==> src/design/hsvrgb_pkg.sv <==
`default_nettype none

package hsvrgb_pkg;

    // Fixed-point formats. Levels carry FRAC_BITS fraction bits; hue carries
    // HUE_FRAC_BITS fraction bits of a degree.
    localparam int FRAC_BITS     = 12;
    localparam int HUE_FRAC_BITS = 6;

    localparam int HUE_W  = 16;
    localparam int LVL_W  = 13;
    localparam int BYTE_W = 8;

    localparam int ONE       = 1 << FRAC_BITS;
    localparam int W60       = 60 << HUE_FRAC_BITS;
    localparam int FULL_TURN = 6 * W60;

    // Internal widths.
    localparam int CLV_W   = FRAC_BITS + 1;
    localparam int HW_W    = $clog2(FULL_TURN);
    localparam int T_W     = $clog2(W60 + 1);
    localparam int VK_W    = FRAC_BITS + BYTE_W;
    localparam int SUM_W   = FRAC_BITS + T_W;
    localparam int PROD_W  = VK_W + SUM_W;
    localparam int MNUM_W  = VK_W + CLV_W;
    localparam int WRAP_W  = HUE_W + 4;

    // W60 is 15 * 2^(HUE_FRAC_BITS + 2), so the division by the full scale
    // splits into a shift and an exact division by fifteen.
    localparam int DIV_SHIFT   = 2 * FRAC_BITS + HUE_FRAC_BITS + 2;
    localparam int Q_W         = $clog2(255 * 15 + 1);
    localparam int RECIP_SHIFT = 16;
    localparam int RECIP       = (1 << RECIP_SHIFT) / 15 + 1;
    localparam int XP_W        = Q_W + $clog2(RECIP + 1);

    localparam logic signed [WRAP_W-1:0] FULL_S  = WRAP_W'(FULL_TURN);
    localparam logic signed [WRAP_W-1:0] FULL2_S = WRAP_W'(2 * FULL_TURN);

    // Hue sectors, 60 degrees each.
    localparam logic [2:0] SECT_RY = 3'd0;
    localparam logic [2:0] SECT_YG = 3'd1;
    localparam logic [2:0] SECT_GC = 3'd2;
    localparam logic [2:0] SECT_CB = 3'd3;
    localparam logic [2:0] SECT_BM = 3'd4;
    localparam logic [2:0] SECT_MR = 3'd5;

    typedef logic [2:0] t_sector;

    typedef struct packed {
        logic signed [HUE_W-1:0] hue;
        logic [LVL_W-1:0]        saturation;
        logic [LVL_W-1:0]        brightness;
        logic [LVL_W-1:0]        opacity;
    } t_hsv;

    typedef struct packed {
        logic [BYTE_W-1:0] red;
        logic [BYTE_W-1:0] green;
        logic [BYTE_W-1:0] blue;
        logic [BYTE_W-1:0] alpha_out;
    } t_rgba;

    // Front end result: sector, ramp position and the level terms.
    typedef struct packed {
        t_sector           sector;
        logic [T_W-1:0]    ramp;
        logic [CLV_W-1:0]  sat;
        logic [CLV_W-1:0]  one_minus_sat;
        logic [VK_W-1:0]   val_x255;
        logic [BYTE_W-1:0] alpha;
    } t_front;

    // Back end result: quotient before the divide by fifteen and finished bytes.
    typedef struct packed {
        t_sector           sector;
        logic [Q_W-1:0]    mix_q;
        logic [BYTE_W-1:0] chroma_byte;
        logic [BYTE_W-1:0] floor_byte;
        logic [BYTE_W-1:0] alpha;
    } t_back;

    function automatic logic [CLV_W-1:0] clamp_level(input logic [LVL_W-1:0] lvl);
        logic [CLV_W-1:0] res;
        if (int'(lvl) > ONE) begin
            res = CLV_W'(ONE);
        end else begin
            res = CLV_W'(lvl);
        end
        return res;
    endfunction

    function automatic logic [HW_W-1:0] sector_base(input t_sector k);
        return HW_W'(int'(k) * W60);
    endfunction

endpackage

`default_nettype wire

==> src/design/hsvrgb_front.sv <==
`default_nettype none

// Two register stages: hue wrap and level clamping, then sector split,
// ramp position and the level scaling terms.
module hsvrgb_front (
    input  wire logic              i_clk,
    input  wire logic [1:0]        i_en,
    input  wire hsvrgb_pkg::t_hsv  i_pixel,
    output hsvrgb_pkg::t_front     o_front
);

    logic signed [hsvrgb_pkg::WRAP_W-1:0] w_h;
    logic signed [hsvrgb_pkg::WRAP_W-1:0] w_hp1;
    logic signed [hsvrgb_pkg::WRAP_W-1:0] w_hp2;
    logic signed [hsvrgb_pkg::WRAP_W-1:0] w_hm1;
    logic signed [hsvrgb_pkg::WRAP_W-1:0] w_wrap;

    logic [hsvrgb_pkg::HW_W-1:0]  r_hw;
    logic [hsvrgb_pkg::CLV_W-1:0] r_sat;
    logic [hsvrgb_pkg::CLV_W-1:0] r_val;
    logic [hsvrgb_pkg::CLV_W-1:0] r_alp;

    hsvrgb_pkg::t_sector            w_sector;
    logic [hsvrgb_pkg::HW_W-1:0]    w_off;
    logic [hsvrgb_pkg::T_W-1:0]     w_f;
    logic [hsvrgb_pkg::VK_W-1:0]    w_alpha_x255;
    hsvrgb_pkg::t_front             n_front;
    hsvrgb_pkg::t_front             r_front;

    // Stage one: the input hue spans less than two turns on either side.
    assign w_h   = hsvrgb_pkg::WRAP_W'(i_pixel.hue);
    assign w_hp1 = w_h + hsvrgb_pkg::FULL_S;
    assign w_hp2 = w_h + hsvrgb_pkg::FULL2_S;
    assign w_hm1 = w_h - hsvrgb_pkg::FULL_S;

    always_comb begin
        if (w_h < 0) begin
            w_wrap = (w_hp1 < 0) ? w_hp2 : w_hp1;
        end else if (w_h >= hsvrgb_pkg::FULL_S) begin
            w_wrap = w_hm1;
        end else begin
            w_wrap = w_h;
        end
    end

    always_ff @(posedge i_clk) begin
        if (i_en[0]) begin
            r_hw  <= w_wrap[hsvrgb_pkg::HW_W-1:0];
            r_sat <= hsvrgb_pkg::clamp_level(i_pixel.saturation);
            r_val <= hsvrgb_pkg::clamp_level(i_pixel.brightness);
            r_alp <= hsvrgb_pkg::clamp_level(i_pixel.opacity);
        end
    end

    // Stage two: a hue exactly on a boundary belongs to the upper sector.
    always_comb begin
        w_sector = hsvrgb_pkg::SECT_RY;
        for (int k = 1; k < 6; k++) begin
            if (r_hw >= hsvrgb_pkg::sector_base(3'(k))) begin
                w_sector = 3'(k);
            end
        end
    end

    assign w_off        = r_hw - hsvrgb_pkg::sector_base(w_sector);
    assign w_f          = w_off[hsvrgb_pkg::T_W-1:0];
    assign w_alpha_x255 = hsvrgb_pkg::VK_W'(r_alp) * hsvrgb_pkg::VK_W'(255);

    always_comb begin
        n_front.sector        = w_sector;
        n_front.ramp          = w_sector[0] ? (hsvrgb_pkg::T_W'(hsvrgb_pkg::W60) - w_f) : w_f;
        n_front.sat           = r_sat;
        n_front.one_minus_sat = hsvrgb_pkg::CLV_W'(hsvrgb_pkg::ONE) - r_sat;
        n_front.val_x255      = hsvrgb_pkg::VK_W'(r_val) * hsvrgb_pkg::VK_W'(255);
        n_front.alpha         = w_alpha_x255[hsvrgb_pkg::FRAC_BITS +: hsvrgb_pkg::BYTE_W];
    end

    always_ff @(posedge i_clk) begin
        if (i_en[1]) begin
            r_front <= n_front;
        end
    end

    assign o_front = r_front;

endmodule

`default_nettype wire

==> src/design/hsvrgb_back.sv <==
`default_nettype none

// Two register stages: the mixed level sum and the floor term, then the wide
// product whose top bits still need a division by fifteen.
module hsvrgb_back (
    input  wire logic                i_clk,
    input  wire logic [1:0]          i_en,
    input  wire hsvrgb_pkg::t_front  i_front,
    output hsvrgb_pkg::t_back        o_back
);

    logic [hsvrgb_pkg::SUM_W-1:0]  w_sum;
    logic [hsvrgb_pkg::MNUM_W-1:0] w_mnum;

    logic [hsvrgb_pkg::SUM_W-1:0]  r_sum;
    logic [hsvrgb_pkg::VK_W-1:0]   r_vk;
    hsvrgb_pkg::t_sector           r_sector;
    logic [hsvrgb_pkg::BYTE_W-1:0] r_cbyte;
    logic [hsvrgb_pkg::BYTE_W-1:0] r_mbyte;
    logic [hsvrgb_pkg::BYTE_W-1:0] r_alpha;

    logic [hsvrgb_pkg::PROD_W-1:0] w_prod;
    hsvrgb_pkg::t_back             n_back;
    hsvrgb_pkg::t_back             r_back;

    // Stage three: s*t + (1-s)*W60 is the unscaled ramp channel over v.
    assign w_sum  = hsvrgb_pkg::SUM_W'(i_front.sat) * hsvrgb_pkg::SUM_W'(i_front.ramp)
                  + hsvrgb_pkg::SUM_W'(i_front.one_minus_sat)
                    * hsvrgb_pkg::SUM_W'(hsvrgb_pkg::W60);
    assign w_mnum = hsvrgb_pkg::MNUM_W'(i_front.val_x255)
                  * hsvrgb_pkg::MNUM_W'(i_front.one_minus_sat);

    always_ff @(posedge i_clk) begin
        if (i_en[0]) begin
            r_sum    <= w_sum;
            r_vk     <= i_front.val_x255;
            r_sector <= i_front.sector;
            r_cbyte  <= i_front.val_x255[hsvrgb_pkg::FRAC_BITS +: hsvrgb_pkg::BYTE_W];
            r_mbyte  <= w_mnum[2 * hsvrgb_pkg::FRAC_BITS +: hsvrgb_pkg::BYTE_W];
            r_alpha  <= i_front.alpha;
        end
    end

    // Stage four.
    assign w_prod = hsvrgb_pkg::PROD_W'(r_vk) * hsvrgb_pkg::PROD_W'(r_sum);

    always_comb begin
        n_back.sector      = r_sector;
        n_back.mix_q       = w_prod[hsvrgb_pkg::DIV_SHIFT +: hsvrgb_pkg::Q_W];
        n_back.chroma_byte = r_cbyte;
        n_back.floor_byte  = r_mbyte;
        n_back.alpha       = r_alpha;
    end

    always_ff @(posedge i_clk) begin
        if (i_en[1]) begin
            r_back <= n_back;
        end
    end

    assign o_back = r_back;

endmodule

`default_nettype wire

==> src/design/hsv_to_rgb_converter_core.sv <==
`default_nettype none

// HSV to RGBA pixel converter.
// The input channel (i_valid, o_ready, i_pixel) carries one HSV pixel per
// transfer: a signed hue in 1/64 degree units, wrapped into 0 to 360 degrees,
// and Q12 saturation, value and alpha, each clamped to 1.0. The output channel
// (o_valid, i_ready, o_pixel) carries one RGBA pixel per transfer, each channel
// the exact floor of the level times 255.
// A pixel passes through the front module's stages, the back module's stages and
// the output register. Throughput is one pixel per cycle while the receiver
// keeps i_ready high, since each of the five register stages can hand its pixel
// on and take the next one in the same cycle.
// Every stage carries its own valid bit and loads whenever it is empty or the
// stage after it moves, so a stalled receiver freezes only the occupied part
// of the pipeline and empty stages keep filling: up to five pixels can sit in
// the block while the receiver holds i_ready low, and nothing is dropped or
// repeated. Reset (synchronous, active low) empties all stages; the block has
// no other state and accepts a pixel as soon as reset is released.
module hsv_to_rgb_converter_core (
    input  wire logic              i_clk,
    input  wire logic              i_rst_n,
    input  wire logic              i_valid,
    output logic                   o_ready,
    input  wire hsvrgb_pkg::t_hsv  i_pixel,
    output logic                   o_valid,
    input  wire logic              i_ready,
    output hsvrgb_pkg::t_rgba      o_pixel
);

    localparam int NSTG = 5;

    logic [NSTG-1:0] r_vld;
    logic [NSTG-1:0] n_vld;
    logic [NSTG:0]   w_rdy;

    hsvrgb_pkg::t_front w_front;
    hsvrgb_pkg::t_back  w_back;

    logic [hsvrgb_pkg::XP_W-1:0]   w_xp;
    logic [hsvrgb_pkg::BYTE_W-1:0] w_xbyte;
    hsvrgb_pkg::t_rgba             n_pixel;
    hsvrgb_pkg::t_rgba             r_pixel;

    // A stage can take new data when it is empty or its content moves on.
    always_comb begin
        w_rdy[NSTG] = i_ready;
        for (int k = NSTG - 1; k >= 0; k--) begin
            w_rdy[k] = !r_vld[k] || w_rdy[k+1];
        end
    end

    always_comb begin
        for (int k = 0; k < NSTG; k++) begin
            if (w_rdy[k]) begin
                n_vld[k] = (k == 0) ? i_valid : r_vld[(k == 0) ? 0 : k - 1];
            end else begin
                n_vld[k] = r_vld[k];
            end
        end
    end

    always_ff @(posedge i_clk) begin
        if (!i_rst_n) begin
            r_vld <= '0;
        end else begin
            r_vld <= n_vld;
        end
    end

    hsvrgb_front u_front (
        .i_clk   (i_clk),
        .i_en    (w_rdy[1:0]),
        .i_pixel (i_pixel),
        .o_front (w_front)
    );

    hsvrgb_back u_back (
        .i_clk   (i_clk),
        .i_en    (w_rdy[3:2]),
        .i_front (w_front),
        .o_back  (w_back)
    );

    // Last stage: the ramp channel's quotient is divided by fifteen with a
    // reciprocal multiply, exact for every quotient the product can give.
    assign w_xp    = hsvrgb_pkg::XP_W'(w_back.mix_q) * hsvrgb_pkg::XP_W'(hsvrgb_pkg::RECIP);
    assign w_xbyte = w_xp[hsvrgb_pkg::RECIP_SHIFT +: hsvrgb_pkg::BYTE_W];

    // The sector picks which channel gets the chroma, the ramp and the floor.
    always_comb begin
        n_pixel.alpha_out = w_back.alpha;
        unique case (w_back.sector)
            hsvrgb_pkg::SECT_RY: begin
                n_pixel.red   = w_back.chroma_byte;
                n_pixel.green = w_xbyte;
                n_pixel.blue  = w_back.floor_byte;
            end
            hsvrgb_pkg::SECT_YG: begin
                n_pixel.red   = w_xbyte;
                n_pixel.green = w_back.chroma_byte;
                n_pixel.blue  = w_back.floor_byte;
            end
            hsvrgb_pkg::SECT_GC: begin
                n_pixel.red   = w_back.floor_byte;
                n_pixel.green = w_back.chroma_byte;
                n_pixel.blue  = w_xbyte;
            end
            hsvrgb_pkg::SECT_CB: begin
                n_pixel.red   = w_back.floor_byte;
                n_pixel.green = w_xbyte;
                n_pixel.blue  = w_back.chroma_byte;
            end
            hsvrgb_pkg::SECT_BM: begin
                n_pixel.red   = w_xbyte;
                n_pixel.green = w_back.floor_byte;
                n_pixel.blue  = w_back.chroma_byte;
            end
            default: begin
                n_pixel.red   = w_back.chroma_byte;
                n_pixel.green = w_back.floor_byte;
                n_pixel.blue  = w_xbyte;
            end
        endcase
    end

    always_ff @(posedge i_clk) begin
        if (w_rdy[NSTG-1]) begin
            r_pixel <= n_pixel;
        end
    end

    assign o_ready = w_rdy[0];
    assign o_valid = r_vld[NSTG-1];
    assign o_pixel = r_pixel;

    // An accepted transfer always lands in the first stage.
    assert property (@(posedge i_clk) disable iff (!i_rst_n)
        (i_valid && o_ready) |=> r_vld[0])
        else $error("accepted pixel missing from first stage");

    // A stage holding a pixel that cannot move keeps it.
    assert property (@(posedge i_clk) disable iff (!i_rst_n)
        1'b1 |=> ((r_vld & $past(r_vld & ~w_rdy[NSTG:1])) == $past(r_vld & ~w_rdy[NSTG:1])))
        else $error("stalled stage lost its pixel");

    // The first stage only fills from an accepted transfer.
    assert property (@(posedge i_clk) disable iff (!i_rst_n)
        (!r_vld[0] && !i_valid) |=> !r_vld[0])
        else $error("first stage filled without a transfer");

endmodule

`default_nettype wire

==> config.mk <==
export PLATFORM = sky130hd
export DESIGN_NAME = hsv_to_rgb_converter_core
export DESIGN_NICKNAME = d
export VERILOG_FILES = /design/src/design/hsvrgb_pkg.sv /design/src/design/hsvrgb_front.sv /design/src/design/hsvrgb_back.sv /design/src/design/hsv_to_rgb_converter_core.sv
export SDC_FILE = /design/constraint.sdc
export NUM_CORES = 2
export LEC_CHECK = 0
export BUFFER_PORTS_ARGS = -buffer_cell sky130_fd_sc_hd__buf_2
export CAP_MARGIN = 20
export CORE_UTILIZATION = 55
export CTS_BUF_LIST = sky130_fd_sc_hd__clkbuf_4
export CTS_CLUSTER_SIZE = 28
export DETAILED_ROUTE_END_ITERATION = 12
export GPL_TIMING_DRIVEN = 0
export PLACE_DENSITY = 0.7
export RECOVER_POWER = 25
export SLEW_MARGIN = 0
export SYNTH_ARGS = -nofsm -noshare
export SYNTH_HDL_FRONTEND = slang
export SYNTH_SLANG_ARGS = --single-unit
export TNS_END_PERCENT = 100
==> constraint.sdc <==
create_clock -name i_clk -period 18.68 [get_ports i_clk]
set_input_delay 3.736 -clock i_clk [delete_from_list [all_inputs] [get_ports i_clk]]
set_output_delay 3.736 -clock i_clk [all_outputs]
set_load 0.01 [all_outputs]
# Yosys cells after proc, flatten, opt, wreduce, memory -nomap -nowiden

Index checks and enable logic that the tools add are counted.

Flip-flop bits (word level): 270
Output and inout bits: 34
Logic and storage cells: 81

Add/subtract/negate cells: 7
$mul: 8
Order comparisons: 11
Eq/ne operators: 4
Mux-type cells: 10
Reduce and logical (&&, ||, !) cells: 11

Operators with widths:

| kind                                                                 | number |
|---|---|
| one-hot mux 24 bit (5 select lines)                                  | 1 |
| 2-to-1 mux 15 bit                                                    | 3 |
| multiplier 20 x 24 -> 44 bit                                         | 1 |
| multiplier 13 x 8 -> 20 bit (second input constant)                  | 2 |
| > comparator 13 bit (second input constant)                          | 3 |
| multiplier 20 x 13 -> 32 bit                                         | 1 |
| greater-or-equal comparator 15 x 14 -> 1 bit (second input constant) | 2 |
| adder 24 bit                                                         | 1 |
| multiplier 13 x 12 -> 24 bit                                         | 1 |
| multiplier 12 x 12 -> 23 bit (second input constant)                 | 1 |
| adder 16 x 16 -> 17 bit (second input constant)                      | 1 |
| less-than comparator 17 x 1 -> 1 bit (second input constant)         | 1 |
| greater-or-equal comparator 16 bit (second input constant)           | 1 |
| less-than comparator 16 x 1 -> 1 bit (second input constant)         | 1 |
| multiplier 13 x 4 -> 16 bit (second input constant)                  | 1 |
| adder 15 bit (second input constant)                                 | 1 |
| greater-or-equal comparator 15 x 12 -> 1 bit (second input constant) | 1 |
| greater-or-equal comparator 15 x 13 -> 1 bit (second input constant) | 1 |
| greater-or-equal comparator 15 bit (second input constant)           | 1 |
| subtractor 15 bit (second input constant)                            | 1 |
| subtractor 13 bit (first input constant)                             | 1 |
| 2-to-1 mux 12 bit                                                    | 1 |
| subtractor 12 bit                                                    | 1 |
| subtractor 12 bit (first input constant)                             | 1 |
| 10 further kinds                                                     | 21 |

# Depth between registers and ports, before layout

Word-level depth: 10
Mapped depth: 26
Depth with buffers taken out: 25

# By module

Synthesis repeated with hierarchy kept, for this count alone.

Cell total of the unflattened synthesis: 4484
Area total of the unflattened synthesis: 44725.4 um2

By module, submodules not included:

| module                    | times used | cells each | area an instance (um2) |
|---|---|---|---|
| hsvrgb_back               | 1          | 3312       | 31624.1 |
| hsvrgb_front              | 1          | 811        | 9681.8 |
| hsv_to_rgb_converter_core | 1          | 361        | 3419.5 |

# Least setup slack after synthesis

OpenSTA, ideal clock, no wires.

Kind: input port to output port
Start: input i_ready
End: output o_ready
Arrival: 5529 ps
Data required time: 14944 ps
Path slack: 9415 ps
Stages: 3
Path buffers: 0
Cell sequence: nor2b_1 -> and3_1 -> nand3_1

Longest elaborated chain between the ends: 5

RTL lines:

| what                           | RTL line                        | text |
|---|---|---|
| start, declared                | hsv_to_rgb_converter_core.sv:26 | `input wire logic i_ready,` |
| logical OR 1 bit (5 in series) | hsv_to_rgb_converter_core.sv:48 | `w_rdy[k] = !r_vld[k] \|\| w_rdy[k+1];` |
| end, declared                  | hsv_to_rgb_converter_core.sv:23 | `output logic o_ready,` |

Every way passes these cells.

# Worst setup path after layout

Ends and elaborated chain as after synthesis.

==> impl_metrics.env <==
export IMPL_synth_most_common_cell="inv_1"
export IMPL_ys_types=76
export IMPL_clk_insertion_delay_late_ns=0.83
export IMPL_cts_made_buffers=70
export IMPL_clock_root_buffer="clkbuf_4"
export IMPL_drc=0
export IMPL_wire_per_inst_um=18.1
export IMPL_relSlewSlack_pct=35.9
export IMPL_ctsHtreeMaxLevel=3
export IMPL_synthArstFlopShare_pct=0
export IMPL_ys_seq_area_share_pct=17.6
export IMPL_postCtsSetupRepairBufs=0
export IMPL_cts_sinks=261
export IMPL_grt_max_degree=69
export IMPL_grt_pass1_wl_mm=168
export IMPL_die_y_um=285
export IMPL_synthTopCellsByArea="fa_1, edfxtp_1, ha_1"
export IMPL_fin_nets=5919
export IMPL_fillers=6806
export IMPL_drt_pass1_iterations=7
export IMPL_die_w_um=285
export IMPL_syn_nets=5755
export IMPL_synth_seq_cells=261
export IMPL_start_util_pct=55.8
export IMPL_ant_nets=0
export IMPL_critPathMostFrequentCell="buf_2"
export IMPL_dp_cells=5541
export IMPL_avgSynthCellArea_um2=10.0
export IMPL_drv_cap=0
export IMPL_fin_skew_ns=0.0750
export IMPL_slew_violations=0
export IMPL_track_usage_pct=26.4
export IMPL_place_congestion=0.926
export IMPL_timing_fmax_mhz=107
export IMPL_grt_pass1_vias=31900
export IMPL_worst_pin_slew_ns=0.956
export IMPL_place_port_buffers=89
export IMPL_ios=93
export IMPL_critPathLaunchType="primary input"
export IMPL_ys_warn_count=0
export IMPL_finalSetupViolations=0
export IMPL_antenna_found_initial=3
export IMPL_drtIter0Drc=1698
export IMPL_period_needed_ns=9.34
export IMPL_area_delta_synth_final_pct=6.37
export IMPL_hold_ws_ns=0.373
export IMPL_ys_flop_type="edfxtp_1"
export IMPL_cts_hold_fix_buffers=0
export IMPL_dp_hpwl_mm=86.8
export IMPL_worst_setup_path_end_kind="primary output"
export IMPL_crit_slowest_cell="nand3_4"
export IMPL_via_per_inst=5.33
export IMPL_layout_drive_gt1_share_pct=4.85
export IMPL_cts_repair_resize_count=0
export IMPL_synthTopCellsByCount="inv_1, fa_1, nand2_1"
export IMPL_cts_tree="done"
export IMPL_worstPathMaxFanout=56
export IMPL_totalNegativeSetupSlack_ns=0
export IMPL_synth_edf_count=256
export IMPL_gr_total_overflow=0
export IMPL_fin_cells=5676
export IMPL_cpPeakStageDelay_ns=0.64
export IMPL_core_area_mm2=0.0791
export IMPL_path_clk_slew_ns=0.06
export IMPL_final_hold_viol_count=0
export IMPL_arrival_ns=5.61
export IMPL_cp_required_ns=14.94
export IMPL_dr_total_vias=30200
export IMPL_row_count=103
export IMPL_period_share_pct=50.0
export IMPL_cts_buffer_depth=3
export IMPL_synth_top_area_share_pct=38.7
export IMPL_path_class="primary input to primary output"
export IMPL_worstPathCellList="buf_2, nor2b_1, and3_1, nand3_4, buf_2"
export IMPL_min_delay_path_class="flop to flop"
export IMPL_drt_total_wl_mm=103
export IMPL_die_area_mm2=0.0814
export IMPL_syn_area_mm2=0.0441
export IMPL_synth_area_leader_cell="fa_1"
export IMPL_status="finished clean"
export IMPL_synthCells=4400
export IMPL_rsz0062_at_grt="false"
-- cells by family (layout without fill, tap and decap cells) --
kind of cell    Yosys count  in the layout  synth area share [%]
other cells               0              5                     0
buf+inv                1147           1368                  9.76
fa+ha+maj              1297           1297                  51.3
simple gates           1243           1243                  13.8
compound gates          328            328                  5.04
xor+xnor                118            118                  2.36
flops                   261            261                  17.6
mux                       6              6                 0.139
-- registers in the layout, summed over array words and instances (netlist names), 5 cells and up --
signal and flops:
r_vld 5, u_front.r_hw 15, u_front.o_front 68, u_back.r_vk 12, o_pixel 32, u_front.r_sat 13
u_front.r_val 13, u_back.o_back 39, u_back.r_mbyte 8, u_back.r_sum 24, u_front.r_alp 13, u_back.r_alpha 8
u_back.r_cbyte 8
-- stage by stage --
step	utilization (%)	area (um2)	worst slack, ns
2_1_floorplan	-	44100	9.42
3_3_place_gp	58.0	45900	7.96
3_5_place_dp	58.1	46000	9.28
4_1_cts	59.3	46900	9.28
5_1_grt	59.3	46900	9.16
6_report	59.3	46900	9.34
-- worst max-delay path, delay by kind of cell --
| kind | cells | cell delay, ns |
|---|---|---|
| buf+inv | 2 | 0.49 |
| simple gates | 3 | 1.38 |
-- path summary, 6_finish.rpt --
check	startpoint	end	slack (ns)	depth (start not counted)
worst max-delay path	i_ready	o_ready	9.34	5
worst min-delay path	u_back.r_mbyte[2]	u_back.o_back[10]	0.37	0
worst max register to register	u_back.r_vk[11]	u_back.o_back[32]	10.20	23
worst min register to register	u_back.r_mbyte[2]	u_back.o_back[10]	0.37	0
-- cells in the final DEF, fill, tap and decap left out, drive strengths merged, types with 11 or more instances in the layout --
cell	instances
a211oi	12
a21o	37
a21oi	78
a31oi	15
and2	392
and3	20
buf	88
clkbuf	279
clkinv	28
edfxtp	256
fa	853
ha	443
inv	968
nand2	581
nand3	30
nor2	86
nor2b	53
nor3	28
o211ai	15
o21a	16
o21ai	62
o22ai	12
o31ai	11
xnor2	91
xor2	27
-- cell type report --
class,instances,area [um2],area share (%)
sequential,261,7790,16.6
inverter,965,3620,7.72
multi-input combinational,2992,32100,68.3
buffer,182,683,1.46
timing repair buffer,92,487,1.04
clock buffer,93,698,1.49
antenna,5,12.5,0.0267
clock inverter,36,274,0.584
tap,1050,1310,2.80
-- layer usage --
layer	GRT usage [%]	share of wire, %	vias up
met3	5.34	8.3	217
met4	8.56	3.3	2
met2	43.4	47	1126
li1	-	-	13800
met5	0	0.013	-
met1	35.1	42	15100
Power is left out: the tool's default activity adds up to more than one toggle a clock period on the data nets, which glitch-free logic cannot reach.
